--- src/design/nbg_ram.sv ---
// Generic single-write, single-read RAM with a registered read port.
// Depends on nothing.
module nbg_ram #(
	parameter int WIDTH = 32,
	parameter int DEPTH = 16
) (
	input  logic                     clk,
	input  logic                     we,
	input  logic [$clog2(DEPTH)-1:0] waddr,
	input  logic [WIDTH-1:0]         wdata,
	input  logic [$clog2(DEPTH)-1:0] raddr,
	output logic [WIDTH-1:0]         rdata
);

	logic [WIDTH-1:0] mem_q [DEPTH];

	always_ff @(posedge clk) begin
		if (we) begin
			mem_q[waddr] <= wdata;
		end
		rdata <= mem_q[raddr];
	end

endmodule

--- config.mk ---
export PLATFORM = sky130hd
export DESIGN_NAME = nbg_ram
export DESIGN_NICKNAME = d
export VERILOG_FILES = /design/src/design/nbg_ram.sv
export SDC_FILE = /design/constraint.sdc
export NUM_CORES = 1
export LEC_CHECK = 0
export ABC_AREA = 1
export BUFFER_PORTS_ARGS = -buffer_cell sky130_fd_sc_hd__buf_2
export CAP_MARGIN = 20
export CORE_ASPECT_RATIO = 0.9
export CORE_MARGIN = 2
export CORE_UTILIZATION = 33
export CTS_BUF_LIST = sky130_fd_sc_hd__clkbuf_8
export DETAILED_ROUTE_END_ITERATION = 16
export PLACE_DENSITY_LB_ADDON = 0.15
export SKIP_LAST_GASP = 1
export SYNTH_ARGS = -nofsm -noshare
export SYNTH_HDL_FRONTEND = slang
export SYNTH_SLANG_ARGS = --single-unit
--- constraint.sdc ---
create_clock -name clk -period 3.6 [get_ports clk]
set_input_delay 0.9 -clock clk [delete_from_list [all_inputs] [get_ports clk]]
set_output_delay 0.9 -clock clk [all_outputs]
set_load 0.005 [all_outputs]
==> run summary <==
post-DP HPWL -> 29.3 mm
combinational fraction of design power -> 6.4%
critical path's slowest cell -> dfxtp_1
clk_lat worst skew -> 0.69 ns
DIE AREA -> 0.0710 mm^2
diode count -> 0
switch share -> 24.3%
Reg-to-Reg Start -> mem_q[15][10]$_DFFE_PP_
total track usage -> 16.9%
PostCTS Resize Cnt -> 0
largest cells by area after synthesis -> edfxtp_1, nand2_1, nand3_1
Max-cap violations -> 0
Hold Path Origin -> wdata[15]
cell depth of the worst hold path -> 1
register area share after synthesis -> 70.5%
Detail Route Antenna Nets -> 0
fin. max-slew vios -> 0
RR Endpoint -> rdata[10]$_DFF_P_
fin crit period -> 2.18 ns
slew margin rel. -> 42.4%
DRC -> 0
Final Hold Fails -> 0
number of synthesized flops with an enable pin -> 512
setup violators final -> 0
Clock Tree Root -> clkbuf_8
Nets -> 2262
sequential share of power -> 54.6%
CP delay by family, top -> flip-flops
area leader, netlist -> edfxtp_1
routed length per instance -> 18.6 um
Num CTS Buffers -> 93
I/O Pins -> 74
Gate Count Post-Synth -> 2120
Crit. End Element -> output pin
largest net degree at the start of global routing -> 129
crit-path max cell delay -> 0.44 ns
area delta synth->final -> 13.2%
Synth Register Bits -> 544
Final Instance Count excl. Fillers -> 3180
CTS tree -> built
Syn. warnings -> 0
core area -> 0.0683 mm^2
WP data required -> 2.70 ns
RSZ-0062 raised after global routing -> false
top cells by count, synth -> nand2_1, edfxtp_1, inv_1
Least-Margin Pin Slew -> 0.863 ns
clock tree sinks -> 544
drt initial violations -> 1037
Port Buffer Count -> 73
Syn Nets -> 2162
most numerous cell in the Yosys netlist -> nand2_1
net switching power -> 0.00317 W
Synth Cell Area -> 0.0227 mm^2
drt first pass iters -> 5
Yosys top cell area share -> 67.6%
fin crit share -> 60.5%
Post-Route WL -> 59.0 mm
clk buf depth -> 3
Setup Buffers After CTS -> 0
Syn Area/Cell -> 10.7 um^2
vias in the first global route -> 14500
share of cells above drive strength 1 -> 10.7%
first-pass GRT wire length -> 89.9 mm
internal power -> 0.00987 W
Netlist cell types -> 15
Placer Congestion -> 0.724
crit path launch type -> register
clock transition at the registers of the reported paths -> 0.06 ns
Die Y -> 253 um
Cell Rows -> 91
maximum clock rate -> 459 MHz
Min-Delay Endpoint -> mem_q[7][15]$_DFFE_PP_
Clk pwr share -> 39.0%
via-per-instance ratio -> 4.58
htree depth -> 3
R2R setup slack -> 2.53 ns
crit-path max FO -> 1
DP Cell Count -> 3007
critical path type -> reg2out
grt ovf -> 0
Post-CTS Hold Fix Bufs -> 0
Main synth FF type -> edfxtp_1
Vias -> 14600
R2R depth -> 6
status -> complete, no violations
asr flop ratio synth -> 0%
setup TNS -> 0 ns
worst path cell trace -> buf_2
PwrDens -> 507 mW/mm^2
Worst Skew -> 0.0256 ns
worst path bufs/invs -> 1
Die X-Extent -> 281 um
Arr. time, crit path -> 1.28 ns
Starting Density -> 33.3%
static leakage -> 11.0 nW
Hold WC Path Type -> in2reg
maximum vdd drop -> 0.255 mV
initial antenna violation count -> 1
==> metrics by stage <==
stage	setup slack, ns	util [%]	total power, W	hold slack [ns]	cell area (um^2)
CTS	1.33	37.6	0.0132	0.517	25700
floorplan	0.707	-	0.00774	0.607	22700
finish	1.42	37.7	0.0130	0.596	25700
global route	1.32	37.7	0.0136	0.541	25700
global placement	0.741	35.2	0.00809	0.638	24000
detailed placement	0.756	35.2	0.00810	0.640	24000
==> cells in the final DEF (no fill, tap or decap), drive strengths merged <==
master	n
buf	109
clkbuf	100
clkinv	28
clkinvlp	2
dfxtp	32
edfxtp	512
inv	433
nand2	677
nand3	385
nand3b	2
nor2	17
==> per-layer routing <==
| metal | track usage [%] | vias up | part of all wire [%] |
|---|---|---|---|
| met3 | 3.65 | 92 | 5.7 |
| met2 | 26.3 | 349 | 45 |
| met5 | 0 | - | 0 |
| met1 | 23.8 | 7050 | 48 |
| met4 | 4.64 | 0 | 1.9 |
| li1 | - | 7063 | - |
==> sequential cells by signal, summed over array words and instances (netlist names) <==
signal and flops:
rdata 32, mem_q 512
==> power groups by stage <==
stage	logic (W)	registers [W]	clock network [W]
finish	0.000829	0.00712	0.00508
global route	0.000934	0.00714	0.00553
CTS	0.000845	0.00713	0.00527
detailed placement	0.000841	0.00726	0
floorplan	0.000483	0.00725	0
global placement	0.000835	0.00726	0
==> area by class of cell <==
type / count / area, um^2
clock buffer: 99 / 1360
clock inverter: 73 / 322
fill: 6781 / 42600
inverter: 390 / 1470
multi-input combinational: 1081 / 4670
sequential: 544 / 16000
tap: 883 / 1100
timing repair buffer: 110 / 795
==> kinds of logic after synthesis <==
| kind of cell | synth area share, % |
|---|---|
| flip-flops | 70.5 |
| AND/OR/NAND/NOR | 20.0 |
| buffers and inverters | 9.54 |
==> how the worst max path moves through the flow <==
stage | start | end | slack [ns] | cells after the start
floorplan | waddr[2] | mem_q[10][0]$_DFFE_PP_ | 0.71 | 2
global placement | waddr[2] | mem_q[1][9]$_DFFE_PP_ | 0.74 | 5
detailed placement | waddr[2] | mem_q[1][9]$_DFFE_PP_ | 0.76 | 5
CTS | rdata[10]$_DFF_P_ | rdata[10] | 1.33 | 1
global route | rdata[10]$_DFF_P_ | rdata[10] | 1.32 | 1
finish | rdata[10]$_DFF_P_ | rdata[10] | 1.42 | 1
No activity file was read; power rests on OpenSTA's default activity.
