$ cat src/design/nbg_pkg.sv
// Package for the n-body gravity Euler step unit: fixed-point constants, command,
// register and arithmetic-unit codes, and the request type of the shared unit.
// Depends on nothing; nbg_alu, the top level and the testbench use it by scoped names.
package nbg_pkg;

	// Fixed-point format of positions, velocities, masses and forces.
	localparam int FRAC_BITS = 16;
	// Magnitude width after capping to 2^(64-FRAC_BITS)-1.
	localparam int MAG_W = 64 - FRAC_BITS;

	// Operand and result widths of the shared arithmetic unit.
	localparam int ALU_A_W = 68;
	localparam int ALU_B_W = 34;
	localparam int ALU_R_W = 82;
	localparam int ALU_CNT_W = 7;
	localparam int MUL_STEPS = ALU_B_W;
	localparam int DIV_STEPS = 64;
	localparam int SQRT_STEPS = ALU_A_W / 2;

	localparam logic [1:0] ALU_MUL = 2'd0;
	localparam logic [1:0] ALU_DIV = 2'd1;
	localparam logic [1:0] ALU_SQRT = 2'd2;

	localparam logic [2:0] CMD_LOAD_POS = 3'd0;
	localparam logic [2:0] CMD_LOAD_VEL = 3'd1;
	localparam logic [2:0] CMD_LOAD_MASS = 3'd2;
	localparam logic [2:0] CMD_ADD_FORCE = 3'd3;
	localparam logic [2:0] CMD_STEP = 3'd4;

	localparam logic [1:0] REG_GRAVITY = 2'd0;
	localparam logic [1:0] REG_TIME_STEP = 2'd1;
	localparam logic [1:0] REG_BODY_COUNT = 2'd2;

	localparam logic [15:0] TIME_STEP_RESET = 16'd1092;

	typedef struct packed {
		logic       start;
		logic [1:0] op;
	} alu_req_t;

endpackage

$ cat src/design/nbg_alu.sv
// Shared bit-serial arithmetic unit: multiply, divide and square root, one bit per cycle.
// Depends on nbg_pkg.
module nbg_alu (
	input  logic                         clk,
	input  logic                         arst_n,
	input  nbg_pkg::alu_req_t            req,
	input  logic [nbg_pkg::ALU_A_W-1:0]  opa,
	input  logic [nbg_pkg::ALU_B_W-1:0]  opb,
	output logic                         done,
	output logic [nbg_pkg::ALU_R_W-1:0]  result
);

	logic [nbg_pkg::ALU_CNT_W-1:0] cnt_q;
	logic                          done_q;
	logic [1:0]                    op_q;
	logic [nbg_pkg::ALU_R_W-1:0]   x_q;
	logic [nbg_pkg::ALU_B_W-1:0]   y_q;
	logic [nbg_pkg::ALU_R_W-1:0]   acc_q;
	logic [37:0]                   rem_q;
	logic [nbg_pkg::ALU_B_W:0]     div_t;
	logic [37:0]                   sq_t;
	logic [37:0]                   sq_trial;

	assign div_t    = {rem_q[nbg_pkg::ALU_B_W-1:0], x_q[63]};
	assign sq_t     = {rem_q[35:0], x_q[nbg_pkg::ALU_A_W-1 -: 2]};
	assign sq_trial = {2'b00, acc_q[nbg_pkg::ALU_B_W-1:0], 2'b01};

	assign done   = done_q;
	assign result = acc_q;

	always_ff @(posedge clk or negedge arst_n) begin
		if (!arst_n) begin
			cnt_q  <= '0;
			done_q <= 1'b0;
		end else begin
			done_q <= 1'b0;
			if (req.start) begin
				case (req.op)
					nbg_pkg::ALU_DIV:  cnt_q <= nbg_pkg::ALU_CNT_W'(nbg_pkg::DIV_STEPS);
					nbg_pkg::ALU_SQRT: cnt_q <= nbg_pkg::ALU_CNT_W'(nbg_pkg::SQRT_STEPS);
					default:           cnt_q <= nbg_pkg::ALU_CNT_W'(nbg_pkg::MUL_STEPS);
				endcase
			end else if (cnt_q != '0) begin
				cnt_q <= cnt_q - 1'b1;
				if (cnt_q == nbg_pkg::ALU_CNT_W'(1)) begin
					done_q <= 1'b1;
				end
			end
		end
	end

	// Operand and partial-result registers carry no reset.
	always_ff @(posedge clk) begin
		if (req.start) begin
			op_q  <= req.op;
			x_q   <= nbg_pkg::ALU_R_W'(opa);
			y_q   <= opb;
			acc_q <= '0;
			rem_q <= '0;
		end else if (cnt_q != '0) begin
			case (op_q)
				nbg_pkg::ALU_DIV: begin
					x_q <= x_q << 1;
					if (div_t >= {1'b0, y_q}) begin
						rem_q <= 38'(div_t - {1'b0, y_q});
						acc_q <= {acc_q[nbg_pkg::ALU_R_W-2:0], 1'b1};
					end else begin
						rem_q <= 38'(div_t);
						acc_q <= {acc_q[nbg_pkg::ALU_R_W-2:0], 1'b0};
					end
				end
				nbg_pkg::ALU_SQRT: begin
					x_q <= x_q << 2;
					if (sq_t >= sq_trial) begin
						rem_q <= sq_t - sq_trial;
						acc_q <= {acc_q[nbg_pkg::ALU_R_W-2:0], 1'b1};
					end else begin
						rem_q <= sq_t;
						acc_q <= {acc_q[nbg_pkg::ALU_R_W-2:0], 1'b0};
					end
				end
				default: begin
					if (y_q[0]) begin
						acc_q <= acc_q + x_q;
					end
					x_q <= x_q << 1;
					y_q <= y_q >> 1;
				end
			endcase
		end
	end

endmodule

$ cat config.mk
export PLATFORM = sky130hd
export DESIGN_NAME = nbg_alu
export DESIGN_NICKNAME = d
export VERILOG_FILES = /design/src/design/nbg_pkg.sv /design/src/design/nbg_alu.sv
export SDC_FILE = /design/constraint.sdc
export NUM_CORES = 1
export LEC_CHECK = 0
export ABC_AREA = 1
export BUFFER_PORTS_ARGS = -buffer_cell sky130_fd_sc_hd__buf_2
export CORE_ASPECT_RATIO = 1.5
export CORE_UTILIZATION = 45
export DETAILED_ROUTE_END_ITERATION = 8
export GPL_TIMING_DRIVEN = 0
export PLACE_DENSITY = 0.74
export SYNTH_ARGS = -nofsm -noshare
export SYNTH_HDL_FRONTEND = slang
export SYNTH_SLANG_ARGS = --single-unit
$ cat constraint.sdc
create_clock -name clk -period 3.5 [get_ports clk]
set_clock_uncertainty 0.15 [all_clocks]
set_input_delay 0.7 -clock clk [delete_from_list [all_inputs] [get_ports clk]]
set_output_delay 0.7 -clock clk [all_outputs]
set_load 0.005 [all_outputs]
==> results of run 1 <==
==> sequential cells by signal (all words and copies together), names as in the netlist <==
signal and flops:
cnt_q 7, x_q 82, result 82, done 1, y_q 34, rem_q 36, op_q 2
==> where the power goes <==
part	switching, mW	internal, mW	leakage [nW]
clock network	1.48	1.94	0.525
logic	9.23	4.11	10.7
registers	0.783	3.60	2.27
total	11.5	9.64	13.5
==> worst max-delay path, cell delays in order <==
cell      delay [ns]
buf_2           0.26
clkbuf_1        0.79
clkbuf_1        0.73
clkbuf_1        0.81
nor2_1          0.32
nand2_1         0.16
inv_1           0.05
==> layer usage <==
metal	track usage	vias to the layer above	wire length, µm
met4	0.4290	0	13380
li1	-	13490	-
met3	0.07371	502	6315
met5	0	-	0
met1	0.3636	12350	35650
met2	0.7219	1080	54740
==> logic make-up (layout without fill, tap and decap cells) <==
| group | Yosys count | in the layout |
|---|---|---|
| flops | 244 | 244 |
| compound gates | 821 | 821 |
| simple gates | 2013 | 2013 |
| buf+inv | 673 | 920 |
| xor+xnor | 64 | 64 |
| fa+ha+maj | 158 | 158 |
==> worst max path at each step <==
stage	from	endpoint	slack, ns	depth (start not counted)
5_1_grt	x_q[8]	result[66]	-0.06	14
2_1_floorplan	req[2]	y_q[0]	0.13	3
3_3_place_gp	req[2]	y_q[33]	-1.56	4
3_5_place_dp	req[2]	y_q[0]	-0.35	5
4_1_cts	result[1]	rem_q[26]	0.08	17
6_report	req[2]	rem_q[32]	0.01	7
==> synthesized netlist by cell type (7+ instances only) <==
cell type / instances
nand4_1: 20
nand3_1: 316
xor2_1: 54
xnor2_1: 10
nor3_1: 30
ha_1: 156
clkbuf_1: 93
nand2_1: 1173
o21bai_1: 37
buf_2: 18
a221oi_1: 13
nand3b_1: 15
buf_1: 8
inv_1: 536
o21ai_1: 7
o21ai_0: 211
dfxtp_1: 132
nor2_2: 11
nor2_1: 416
nor4_1: 7
a21oi_1: 463
dfrtp_1: 8
edfxtp_1: 104
a31oi_1: 63
buf_6: 8
==> metrics by stage <==
stage	cell area (µm²)	setup TNS (ns)	instances
final	26780	0	4896
after global routing	26780	-0.05527	4896
after CTS	26750	0	4896
after detailed placement	25680	-8.740	4840
after global placement	25630	-131.55	4838
after floorplan	23840	0	3973
==> final cells by class <==
| type | count | share of cell area |
|---|---|---|
| Buffer | 131 | 0.02205 |
| Clock buffer | 40 | 0.03453 |
| Clock inverter | 15 | 0.004766 |
| Inverter | 542 | 0.07621 |
| Multi-Input combinational cell | 3056 | 0.5709 |
| Sequential cell | 244 | 0.2228 |
| Tap cell | 676 | 0.03159 |
| Timing Repair Buffer | 192 | 0.03719 |
==> what timing repair did <==
item / CTS / global route
setup endpoints to repair: 1 / 63
endpoints found under the hold margin: 8 / 0
pin swaps: 0 / 0
hold buffers: 1 / 0
gates resized for setup: 1 / 15
==> results_dict.tcl, run 1 <==
set metrics [dict create \
    cts_tree "yes" \
    async_flop_share 0.03279 \
    synthXorXnorAreaFrac 0.02352 \
    syn-cell-area_um2 23840 \
    p_per_area_nw_per_um2 788.9 \
    utilization 0.5155 \
    worst_hold_slack_ns 0.1310 \
    fin_crit_ns 3.489 \
    first_pass_iters 8 \
    finalSetupViolCount 0 \
    hold_viol 0 \
    synth_area_leaders "nand2_1 (18%), edfxtp_1 (13%), dfxtp_1 (11%)" \
    yosysTopAreaCellShare 0.1847 \
    cts-htree-levels 1 \
    hp-start "req[1]" \
    core_area_um2 51940 \
    numPortBuffers 189 \
    drt_iter0_drc 1997 \
    p_leak_nw 13.46 \
    holdPathStages 1 \
    crit_fanout 10 \
    reg2regPathDepth 14 \
    hold_path.class "in2reg" \
    synthAdderAreaFrac 0.08357 \
    clock_latency_ns 0.63 \
    ios 190 \
    cts.sinks 244 \
    ys_ff_latch 244 \
    yosys.area_share.simple 0.3479 \
    r2r-end "rem_q[27]" \
    setup_slack_ns 0.01119 \
    max-clock-path-buffers 3 \
    cts_buffers 30 \
    ys_seq_area_frac 0.2503 \
    num_vias 27420 \
    yosysTopAreaCell "nand2_1" \
    clk_pin_slew_ns 0.06 \
    initial_utilization 0.4589 \
    r2r_setup_slack_ns 0.04 \
    netlist_instances 3973 \
    hold_end "op_q[1]" \
    die_w_um 189.9 \
    layout.nets 4462 \
    status "complete, no violations" \
    slew_viol_final 0 \
    synth_nets 4238 \
    die_area_um2 53910 \
    drt-total-wl_um 110100 \
    fin_crit_sh 0.9968 \
    routed_via_density 5.601 \
    wl_per_cell_um 22.48 \
    finalPower_mw 21.13 \
    yosysWarnings 0 \
    antenna_found_initial 0 \
    cts_setup_buffers 0 \
    grt_pass1_vias 27180 \
    required_ns 3.87 \
    gp_congestion 1.061 \
    drtAntennaViolNets 0 \
    synth_top_family_by_area "simple AND/OR/NAND/NOR gates" \
    drc_errors 0 \
    clockRootBuffer "clkbuf_16" \
    final_common_cell "nand2_1" \
    synth-compound-area-share 0.1848 \
    track_usage 0.4032 \
    synth_ff_type "dfxtp_1" \
    place_ws_ns -0.3532 \
    fmax_mhz 286.6 \
    synthToLayoutAreaGrowth_pct 12.35 \
    cap_violations 0 \
    regArea_um2 5966 \
    critPathLaunchType "input pin" \
    synth_cell_types 58 \
    grt_remaining_overflow 0 \
    max-vdd-ir-drop_v 0.0005050 \
    antenna_cells 0 \
    tightest_slew_ns 1.368 \
    drive_gt1_frac 0.07630 \
    synth_mux_area_frac 0 \
    row_count 102 \
    dp_hpwl_um 91110 \
    fp.dieH_um 283.9 \
    crit_type "in2reg" \
    r2r-start "rem_q[32]" \
    fillers 5633 \
    cp.arrival_ns 3.85 \
    grt_max_degree 40 \
    mostFrequentLayoutCells "nand2_1 (1173), inv_1 (535), a21oi_1 (460)" \
    grt_first_pass_wirelength_um 161000 \
    multi_input_area_um2 15290 \
    slew-limit-headroom 0.08794 \
    avgSynthCellArea_um2 5.999 \
    end_kind "register" \
    synth-edff-count 104 \
]
No activity file was read; power rests on OpenSTA's default activity.
==> run 2, diff against run 1 <==
--- a/config.mk
+++ b/config.mk
@@ -12,6 +12,7 @@
 export DETAILED_ROUTE_END_ITERATION = 8
 export GPL_TIMING_DRIVEN = 0
 export PLACE_DENSITY = 0.74
+export RECOVER_POWER = 100
 export SYNTH_ARGS = -nofsm -noshare
 export SYNTH_HDL_FRONTEND = slang
 export SYNTH_SLANG_ARGS = --single-unit
==> run 2 against run 1 <==
  * The run now ends with max-capacitance violations, max-slew violations, negative setup slack left
  * First-iteration DRC count fell by 0.60%
  * Maximum frequency is 0.47% lower
  * Sequential power about the same
  * Via count up 0.11%
  * Global-route usage unchanged
  * Largest power group unchanged
  * Highest routed layer unchanged
==> results_dict.tcl, run 2 (synthesis results as in run 1) <==
set metrics [dict create \
    cap_violations 1 \
    critPathLaunchType "input pin" \
    fin_crit_ns 3.505 \
    first_pass_iters 7 \
    max-clock-path-buffers 3 \
    crit_top_cell "clkbuf_1" \
    slew_viol_final 32 \
    synthToLayoutAreaGrowth_pct 12.05 \
    p_per_area_nw_per_um2 789.9 \
    track_usage 0.4032 \
    fmax_mhz 285.3 \
    hold_path.class "in2reg" \
    r2r_setup_slack_ns 0.04 \
    drc_errors 0 \
    fp.dieH_um 283.9 \
    cp.arrival_ns 3.87 \
    cts_setup_buffers 0 \
    numPortBuffers 189 \
    holdPathStages 1 \
    grt_remaining_overflow 0 \
    antenna_found_initial 0 \
    drive_gt1_frac 0.06445 \
    final_common_cell "nand2_1" \
    layout.nets 4462 \
    clock_latency_ns 0.62 \
    p_leak_nw 13.28 \
    end_kind "register" \
    cts_buffers 30 \
    ios 190 \
    cts-htree-levels 1 \
    die_w_um 189.9 \
    reg2regPathDepth 14 \
    drt_iter0_drc 1985 \
    clk_pin_slew_ns 0.06 \
    worst_hold_slack_ns 0.1717 \
    wl_per_cell_um 22.52 \
    status "finished, violations left" \
    cp_slowest_cell "clkbuf_1" \
    routed_via_density 5.607 \
    path_delay_family "buffers and inverters" \
    hold_viol 0 \
    max-vdd-ir-drop_v 0.0005049 \
    fin_crit_sh 1.001 \
    antenna_cells 0 \
    r2r-start "rem_q[32]" \
    slew-limit-headroom -0.08438 \
    drtAntennaViolNets 0 \
    grt_pass1_vias 27180 \
    grt_max_degree 40 \
    clockRootBuffer "clkbuf_16" \
    r2r-end "rem_q[27]" \
    path_buf_inv 5 \
    hold_end "op_q[0]" \
    tightest_slew_ns 1.627 \
    num_vias 27450 \
    initial_utilization 0.4589 \
    dp_hpwl_um 91110 \
    row_count 102 \
    cts.sinks 244 \
    crit_path_cell_trace "buf_2 -> clkbuf_1 -> clkbuf_1 -> clkbuf_1 -> nor2_1 -> nand2_1 -> inv_1" \
    violations "max-capacitance violations, max-slew violations, negative setup slack" \
    cts_tree "yes" \
    slowest_delay_ns 0.82 \
    mostFrequentLayoutCells "nand2_1 (1173), inv_1 (537), a21oi_1 (460)" \
    finalSetupViolCount 1 \
    setup_tns_ns -0.005230 \
    utilization 0.5142 \
    required_ns 3.87 \
    drt-total-wl_um 110200 \
    die_area_um2 53910 \
    gp_congestion 1.061 \
    crit_type "in2reg" \
    fillers 5655 \
    crit_fanout 10 \
    grt_first_pass_wirelength_um 161000 \
    hp-start "req[0]" \
    setup_slack_ns -0.005230 \
    core_area_um2 51940 \
]
[run 2: what timing repair did]
item                       CTS  global route
cloned                       0             0
hold buffers                 1             0
setup endpoints to repair    1            63
gates resized for setup      1            15
pin swaps                    0             0
hold endpoints to repair     8             0
[run 2: how the worst max path moves through the flow]
| stage | start | to | slack [ns] | cells after the start |
|---|---|---|---|---|
| 3_3_place_gp | req[2] | y_q[33] | -1.56 | 4 |
| 3_5_place_dp | req[2] | y_q[0] | -0.35 | 5 |
| 5_1_grt | x_q[8] | result[66] | -0.06 | 14 |
| 2_1_floorplan | req[2] | y_q[0] | 0.13 | 3 |
| 4_1_cts | result[1] | rem_q[26] | 0.08 | 17 |
| 6_report | req[2] | rem_q[32] | -0.005 | 7 |
[run 2: layout make-up]
cell class	count	area, µm²	area share
clock buffer	40	924.6	0.03462
inverter	542	2038	0.07631
sequential	244	5966	0.2234
tap	676	845.8	0.03167
timing repair buffer	192	938.4	0.03514
multi-input combinational	3056	15280	0.5721
buffer	131	588.1	0.02202
clock inverter	15	127.6	0.004778
[run 2: routing by layer]
metal / wire [µm] / global-route usage
met2: 54730 / 0.7219
met1: 35790 / 0.3636
met4: 13460 / 0.4290
met3: 6257 / 0.07371
met5: 0 / 0
[run 2: report_power, final]
group,switching (mW),total (mW),internal [mW]
clock,1.46,3.39,1.94
combinational,9.24,13.3,4.07
sequential,0.790,4.39,3.60
total,11.5,21.1,9.60
[run 2: worst register-to-register path: stages, from the launching register on]
cell and delay (ns):
dfxtp_1 0.42, ha_1 0.40, nand2_1 0.13, nor2_1 0.55, nor3b_1 0.38, nand3_1 0.24
nand2_2 0.18, nor2_8 0.09, nand2_8 0.10, buf_4 0.24, nand3_1 0.15, nand3_1 0.09
nand3_1 0.10, nand2_1 0.09, inv_1 0.04
[run 2: per-stage QoR]
stage	instances	setup slack (ns)	instance area, µm²	power, mW
6_report	4896	-0.005230	26710	21.10
3_3_place_gp	4838	-1.563	25630	17.29
2_1_floorplan	3973	0.1340	23840	12.92
3_5_place_dp	4840	-0.3532	25680	17.33
4_1_cts	4896	0.08001	26750	20.74
5_1_grt	4896	-0.05527	26710	22.45
